`src/hw/rtl/d2f_pkg.sv`:
```
`timescale 1ns / 1ps
package d2f_pkg;

	localparam int MAX_PRECISION = 9;
	localparam logic [62:0] LIMIT_BITS = 63'h41DF_FFFF_FFC0_0000;
	localparam int PROD_W = 84;
	localparam int MANT_W = 53;
	localparam int SCALE_W = 30;
	localparam logic [7:0] CH_ZERO = 8'd48;
	localparam logic [7:0] CH_MINUS = 8'h2D;
	localparam logic [7:0] CH_DOT = 8'h2E;
	localparam logic [7:0] CH_N = 8'h6E;
	localparam logic [7:0] CH_A = 8'h61;

	typedef enum logic [1:0] {
		KIND_NUM,
		KIND_NAN,
		KIND_BIG
	} kind_t;

	typedef struct packed {
		kind_t               kind;
		logic                neg;
		logic [31:0]         whole;
		logic [SCALE_W-1:0]  frac;
		logic [3:0]          prec;
	} job_t;

	function automatic logic [SCALE_W-1:0] pow10(input logic [3:0] p);
		logic [SCALE_W-1:0] r;
		case (p)
			4'd0: r = 30'd1;
			4'd1: r = 30'd10;
			4'd2: r = 30'd100;
			4'd3: r = 30'd1000;
			4'd4: r = 30'd10000;
			4'd5: r = 30'd100000;
			4'd6: r = 30'd1000000;
			4'd7: r = 30'd10000000;
			4'd8: r = 30'd100000000;
			default: r = 30'd1000000000;
		endcase
		return r;
	endfunction

endpackage

```
`src/hw/rtl/d2f_queue.sv`:
```
`timescale 1ns / 1ps
module d2f_queue (
	input  logic          clk,
	input  logic          arst_n,
	input  logic          push,
	input  d2f_pkg::job_t push_job,
	output logic          full,
	input  logic          pop,
	output d2f_pkg::job_t pop_job,
	output logic          empty
);
	import d2f_pkg::*;

	job_t mem_q [2];
	logic wp_q, rp_q;
	logic [1:0] cnt_q;

	assign full = (cnt_q == 2'd2);
	assign empty = (cnt_q == 2'd0);
	assign pop_job = mem_q[rp_q];

	always_ff @(posedge clk) begin
		if (push) mem_q[wp_q] <= push_job;
	end

	always_ff @(posedge clk or negedge arst_n) begin
		if (!arst_n) begin
			wp_q <= 1'b0;
			rp_q <= 1'b0;
			cnt_q <= 2'd0;
		end else begin
			if (push) wp_q <= ~wp_q;
			if (pop) rp_q <= ~rp_q;
			cnt_q <= cnt_q + 2'(push) - 2'(pop);
		end
	end

endmodule

```
`config.mk`:
```
export PLATFORM = sky130hd
export DESIGN_NAME = d2f_queue
export DESIGN_NICKNAME = d
export VERILOG_FILES = /design/src/hw/rtl/d2f_pkg.sv /design/src/hw/rtl/d2f_queue.sv
export SDC_FILE = /design/constraint.sdc
export NUM_CORES = 1
export LEC_CHECK = 0
export ABC_AREA = 1
export BUFFER_PORTS_ARGS = -buffer_cell sky130_fd_sc_hd__buf_4
export CAP_MARGIN = 25
export CORE_UTILIZATION = 52
export CTS_CLUSTER_SIZE = 40
export DETAILED_ROUTE_END_ITERATION = 8
export PLACE_DENSITY = 0.79
export SYNTH_ARGS = -nofsm -noshare
export SYNTH_HDL_FRONTEND = slang
export SYNTH_SLANG_ARGS = --single-unit
export TNS_END_PERCENT = 1
```
`constraint.sdc`:
```
create_clock -name clk -period 5 [get_ports clk]
set_input_delay 1 -clock clk [delete_from_list [all_inputs] [get_ports clk]]
set_output_delay 1 -clock clk [all_outputs]
set_load 0.02 [all_outputs]
```
Yosys cells after proc, flatten, opt, wreduce, memory -nomap -nowiden
Memory sizes are Yosys's and may differ from the RTL's.
Index checks and enable logic that the tools add are counted.
- register bits: 4
- RAM bits: 138
- input bits: 73
- output and inout port bits: 71
- word-level logic and storage cells: 12
- memories: 1
- memory list (name ; depth ; width ; rd ports ; clocked after memory_dff ; write ports ; line ; text):
    mem_q ; 2 ; 69 ; 1 ; 0 ; 1 ; d2f_queue.sv:14 ; job_t mem_q [2];
- $add $sub $neg: 2
- equality and inequality tests: 1
- multiplexer cells: 2
- bitwise gates (word level): 2
- reduce and logical (&&, ||, !) cells: 1
- operator list (operator ; count):
    2-bit by 1-bit adder with 2-bit output ; 1
    2-bit == test (second input constant) ; 1
    2-bit logical NOT ; 1
    1-bit 2-to-1 mux ; 2
    1-bit NOT ; 2
    2-bit by 1-bit subtractor with 2-bit output ; 1

Depth between registers and ports, before layout
Gate-level depths: netlist of the first run.
- depth in word-level cells: 2
- gate-level depth with buffers: 7
- gate-level depth less buffers: 7

Worst setup path before layout of the first run
OpenSTA, ideal clock, no wires.
- kind: input-to-reg
- start point: input push
- end point: memory mem_q[0][0] (netlist name) (enable)
- library setup time: 498 ps
- data arrival time: 3933 ps
- setup slack: 569 ps
- stages: 2
- cells stage by stage: inv_1 -> nor2_1
- cells in the longest elaborated chain, start to end: 2
- RTL lines (element ; line ; text):
    start: declaration ; d2f_queue.sv:5 ; input logic push,
    1-bit 2-to-1 mux ; d2f_queue.sv:23 ; if (push) mem_q[wp_q] <= push_job;
    1-bit 2-to-1 mux (implied by the code) ; d2f_queue.sv:23 ;
    end: declaration ; d2f_queue.sv:14 ;
Every way passes these cells.

==> impl_metrics.csv, run 1 <==
group,metric,value,unit
route,drc,0,
route,dr.pass1.iters,4,
sta,min_period,3.04,ns
cells_and_area,syn_to_final_growth,32.4,%
logic_synthesis,ys_seq_area_share,79.8,%
setup_path,critPathRequiredTime,4.00,ns
clocking,ctsHoldBuffers,0,
setup_path,worst_setup_path_start_kind,"flop",
grt,grt_max_degree,92,
floorplan,initial_core_util,53.9,%
route,wl,9320,µm
route,post_drt_wl_per_cell,13.7,µm
route,vias,3187,
floorplan,std_cell_rows,36,
grt,grt_pass1_wl,13800,µm
logic_synthesis,synth_seq_cells,142,
clocking,cts_tree,"built",
grt,overflow,0,
cells_and_area,multi_input_area,693,µm²
setup_path,critPathMaxStageDelay,0.71,ns
setup_path,cp_cell_sequence,"buf_16 -> nand2_1 -> o21ai_0 -> buf_4",
job,max_cap_violations,0,
status,status,"completed",
clocking,htree_num_levels,4,
floorplan,core,9860,µm²
cells_and_area,drive_above_1_share,32.4,%
sta,slew_headroom,47.2,%
floorplan,die_x,103,µm
sta,drv_slew,0,
sta,finalSetupViolCount,0,
setup_path,end_kind,"primary output",
clocking,postCtsSetupRepairBufs,0,
setup_path,arrival,2.04,ns
clocking,clkTransAtPathRegs,0.06,ns
power,peakVddDrop,406,µV
sta,finClkSkew,0.00308,ns
cells_and_area,final_area,7040,µm²
grt,grt_pass1_vias,2928,
cells_and_area,regArea,4250,µm²
sta,worst_pin_slew,0.790,ns
sta,hold_viol,0,
floorplan,dieHeight,103,µm
cells_and_area,nNetsFinal,611,
clocking,cts_buffers,17,
setup_path,cpMaxStageDelayCell,"dfrtp_4",
clocking,cts_root_buffer,"clkbuf_8",
place,hpwlAfterDp,6120,µm
clocking,clock-sinks,142,
logic_synthesis,syn_area,5320,µm²
logic_synthesis,yosysWarnings,0,
place,port_buffers,143,
sta,fmax,0.329,GHz
grt,grt_use_total,18.0,%
place,gp_congestion,0.716,
route,drtAntennaViolNets,0,
setup_path,worst-setup-path-type,"flop to primary output",
setup_path,critPathMaxFanout,91,
cells_and_area,layout_common_cells,"buf_4, edfxtp_1, inv_1, nand2_1, o21ai_0",
grt,antenna_found_initial,0,
power,leakagePower,2.99,nW
logic_synthesis,synthCells,385,
clocking,cts_buffer_depth,2,
sta,setup-tns-final,0,ns
clocking,clock_latency,0.51,ns
floorplan,die_area,10600,µm²
logic_synthesis,synth_nets,460,
worst_hold_path,hold_class,"input pin to asynchronous set/reset pin",
sta,grt_setup_unrepaired,"no",
route,via_per_inst,4.67,
logic_synthesis,yosysUniqueCellTypes,14,
cells_and_area,n_antenna_cell,0,
logic_synthesis,syn_avg_cell_area,13.8,µm²
sta,fin_crit_sh,60.8,%
place,placed_area,6510,µm²
cells_and_area,fill_cells,672,
cells_and_area,final_common_cell,"buf_4",
clocking,cts_resized,0,
route,drtIter0Drc,93,
power,power_density,594,nW/µm²
floorplan,io_pins,144,
-- synth_stat cells, drive strengths merged --
library cell | number | area [µm²]
buf | 13 | 95.1
clkbuf | 2 | 7.51
dfrtp | 4 | 100
edfxtp | 138 | 4140
ha | 2 | 25.0
inv | 76 | 285
nand2 | 75 | 282
nand3 | 1 | 5.00
nor2 | 3 | 11.3
o21ai | 69 | 345
xor2 | 2 | 17.5
-- registers in the layout, indices dropped and copies added (netlist names) --
| signal | count |
|---|---|
| cnt_q | 2 |
| rp_q | 1 |
| wp_q | 1 |
| mem_q | 138 |
-- per-stage QoR --
step,power (mW),utilization (%),cells,worst slack (ns),hold slack (ns)
after floorplan,2.55,-,385,0.569,0.463
after global placement,3.09,65.7,648,2.22,0.530
after detailed placement,3.15,66.0,649,2.16,0.550
after CTS,4.22,71.2,681,1.93,0.247
after global routing,4.41,71.4,682,1.82,0.256
final,4.18,71.4,682,1.96,0.277
-- worst paths after layout --
kind	cells after the start	from	slack [ns]	end
worst max-delay path	4	rp_q	1.96	pop_job[9]
worst min-delay path	1	arst_n	0.28	cnt_q[0]
worst max register to register	2	wp_q	2.92	mem_q[0][13]
worst min register to register	1	wp_q	0.55	wp_q
max in group asynchronous	1	arst_n	4.61	rp_q
min in group clk	1	wp_q	0.55	wp_q
-- worst max-delay path, delay by kind of cell, from the launching register on --
kind            cells  cell delay, ns
compound gates      1            0.14
buf+inv             2            0.53
flops               1            0.71
simple gates        1            0.11
-- power by group --
group / internal (mW) / switching (mW) / total [mW]
combinational: 0.544 / 0.882 / 1.43
sequential: 1.58 / 0.110 / 1.69
clock: 0.602 / 0.460 / 1.06
total: 2.73 / 1.45 / 4.18
-- cells by family (layout without fill, tap and decap cells) --
kind of cell,count (synthesis),count (layout),synth area share [%]
fa+ha+maj,2,2,0.471
simple gates,79,79,5.60
flops,142,142,79.8
xor+xnor,2,2,0.329
buf+inv,91,255,7.29
compound gates,69,69,6.49
-- layer usage --
metal  GRT usage [%]  share of wire [%]  wire length [µm]
met1            21.5                 41              3810
met2            29.4                 51              4790
met5               0                  0                 0
met3            5.76                6.1               572
met4            9.75                1.6               149
-- area by class of cell --
type                       count  share of cell area (%)
timing repair buffer         147                    16.1
sequential                   142                    60.3
multi-input combinational    152                    9.84
inverter                      76                    4.05
clock buffer                  17                    5.88
clock inverter                15                    1.40
tap                          133                    2.36
Power figures use the tool's default switching activity.
==> run 2: changes to the inputs <==
--- a/config.mk
+++ b/config.mk
@@ -5,7 +5,7 @@
 export SDC_FILE = /design/constraint.sdc
 export NUM_CORES = 1
 export LEC_CHECK = 0
-export ABC_AREA = 1
+export ABC_AREA = 0
 export BUFFER_PORTS_ARGS = -buffer_cell sky130_fd_sc_hd__buf_4
 export CAP_MARGIN = 25
 export CORE_UTILIZATION = 52
==> constraint.sdc (replaced) <==
create_clock -name clk -period 2.96 [get_ports clk]
set_input_delay 0.592 -clock clk [delete_from_list [all_inputs] [get_ports clk]]
set_output_delay 0.592 -clock clk [all_outputs]
set_load 0.02 [all_outputs]
==> impl_metrics.csv, run 2 <==
group,metric,value,unit
sta,hold_viol,0,
sta,setup-tns-final,0,ns
clocking,cts_tree,"built",
sta,worst_pin_slew,0.938,ns
logic_synthesis,synth_area_leaders,"edfxtp_1, mux2_4, buf_12",
grt,grt_pass1_wl,14200,µm
place,hpwlAfterDp,6230,µm
logic_synthesis,synth_fa_ha_area_share,0.453,%
setup_path,end_kind,"primary output",
cells_and_area,final_area,7280,µm²
floorplan,std_cell_rows,37,
logic_synthesis,synthMuxAreaShare,18.7,%
sta,slew_headroom,37.5,%
cells_and_area,nNetsFinal,464,
logic_synthesis,ys_seq_area_share,76.8,%
setup_path,reg2reg_from,"wp_q",
grt,overflow,0,
clocking,clock_latency,0.49,ns
floorplan,die_x,105,µm
clocking,postCtsSetupRepairBufs,0,
logic_synthesis,synth_common_cells,"edfxtp_1, mux2_4, buf_12, dfrtp_1",
grt,grt_pass1_vias,2744,
clocking,cts_resized,0,
setup_path,cp-startpoint,"rp_q",
power,peakVddDrop,713,µV
sta,drv_slew,0,
status,status,"completed",
setup_path,critPathRequiredTime,2.37,ns
sta,finClkSkew,0.00831,ns
place,gp_congestion,0.725,
logic_synthesis,synth_edf_count,138,
logic_synthesis,syn_area,5530,µm²
sta,min_period,2.63,ns
clocking,clkTransAtPathRegs,0.06,ns
cells_and_area,postLayoutCoreUtil,70.6,%
logic_synthesis,synth_area_leader_cell,"edfxtp_1",
floorplan,die_area,11000,µm²
power,power,7.53,mW
worst_hold_path,hold_path_startpoint,"push_job[44]",
cells_and_area,fill_cells,634,
clocking,cts_root_buffer,"clkbuf_8",
clocking,cts_buffers,17,
logic_synthesis,yosysUniqueCellTypes,12,
setup_path,worst_setup_path_start_kind,"flop",
grt,grt_max_degree,70,
cells_and_area,top_register,"mem_q",
clocking,cts_buffer_depth,2,
logic_synthesis,synth_compound_area_share,0,%
cells_and_area,layout_common_cells,"buf_4, edfxtp_1, mux2_4",
floorplan,dieHeight,105,µm
sta,fmax,0.380,GHz
grt,top_usage_layer,"met2",
logic_synthesis,ys.flop_type,"edfxtp_1",
logic_synthesis,synth_top_family_by_area,"multiplexers",
logic_synthesis,post-synth-top-count-cell,"edfxtp_1",
sta,fin_crit_sh,88.8,%
setup_path,arrival,2.04,ns
route,drtAntennaViolNets,0,
route,post_drt_wl_per_cell,17.5,µm
sta,hold_ws,0.284,ns
job,max_cap_violations,0,
cells_and_area,syn_to_final_growth,31.8,%
logic_synthesis,yosysWarnings,0,
route,drc,0,
clocking,htree_num_levels,4,
logic_synthesis,synthArstFlopShare,2.82,%
logic_synthesis,synthCells,230,
power,power_density,1030,nW/µm²
cells_and_area,n_antenna_cell,0,
route,drtIter0Drc,119,
grt,met3_usage,5.43,%
floorplan,io_pins,144,
cells_and_area,drive_above_1_share,61.7,%
floorplan,core,10300,µm²
grt,grt_use_total,17.8,%
grt,use_met2,30.6,%
route,vias,2639,
sta,grt_setup_unrepaired,"no",
logic_synthesis,yosys.area_share.simple,0.407,%
cells_and_area,largest_reg_flops,138,
power,leakagePower,2.97,nW
worst_hold_path,hold_class,"input pin to flop",
route,dr.pass1.iters,6,
logic_synthesis,synth_nets,305,
grt,grt_use_met1,21.2,%
route,wl,9400,µm
logic_synthesis,syn_avg_cell_area,24.0,µm²
clocking,clock-sinks,142,
place,port_buffers,143,
cells_and_area,largestRegisters,"mem_q (138), cnt_q (2)",
logic_synthesis,synth_seq_cells,142,
logic_synthesis,synth_xor_area_share,0.747,%
grt,antenna_found_initial,0,
sta,finalSetupViolCount,0,
cells_and_area,final_common_cell,"buf_4",
logic_synthesis,synth_top_area_share,75.0,%
route,via_per_inst,4.91,
setup_path,critPathMaxFanout,22,
place,placed_area,6690,µm²
floorplan,initial_core_util,53.5,%
setup_path,worst-setup-path-type,"flop to primary output",
-- run 2: report_power, final --
part	switching, mW	internal, mW	leakage, nW
clock	0.781	1.29	0.273
combinational	1.25	1.33	1.35
sequential	0.197	2.68	1.34
total	2.23	5.30	2.97
-- run 2: cell type report --
type,count,area (µm²),share of cell area (%)
clock inverter,13,164,2.25
tap,136,170,2.34
inverter,2,7.51,0.103
timing repair buffer,148,1140,15.6
sequential,142,4250,58.3
multi-input combinational,78,1130,15.6
clock buffer,19,422,5.79
-- run 2: kinds of logic (layout without fill, tap and decap cells) --
family	count (synthesis)	count (layout)
mux	69	69
simple gates	4	4
buf+inv	10	182
fa+ha+maj	2	2
xor+xnor	3	3
flops	142	142
-- run 2: path summary, 6_finish.rpt --
path / end / slack (ns) / cells after the start
min reg2reg: wp_q / 0.57 / 1
max: pop_job[54] / 0.33 / 3
min in group asynchronous: cnt_q[0] / 0.44 / 2
min: mem_q[1][44] / 0.28 / 1
max in group asynchronous: rp_q / 2.40 / 2
max reg2reg: mem_q[1][29] / 1.31 / 1
-- run 2: routing by layer --
layer | up-vias | share of wire, %
li1 | 1227 | -
met1 | 1317 | 40
met2 | 89 | 54
met3 | 6 | 4.6
met4 | 0 | 1.1
met5 | - | 0
-- run 2: what timing repair did --
action                                  CTS  global route
endpoints found under the setup margin    0             0
hold endpoints to repair                  4             0
hold buffers                              1             0
-- run 2: critical path: stages (launching register included) --
cell	delay (ns)
dfrtp_4	0.70
buf_4	0.34
mux2_4	0.33
buf_4	0.16
-- run 2: through the flow --
stage	setup slack (ns)	std cells
floorplan	0.127	230
global placement	0.842	505
detailed placement	0.831	505
CTS	0.289	538
global route	0.232	538
finish	0.332	538
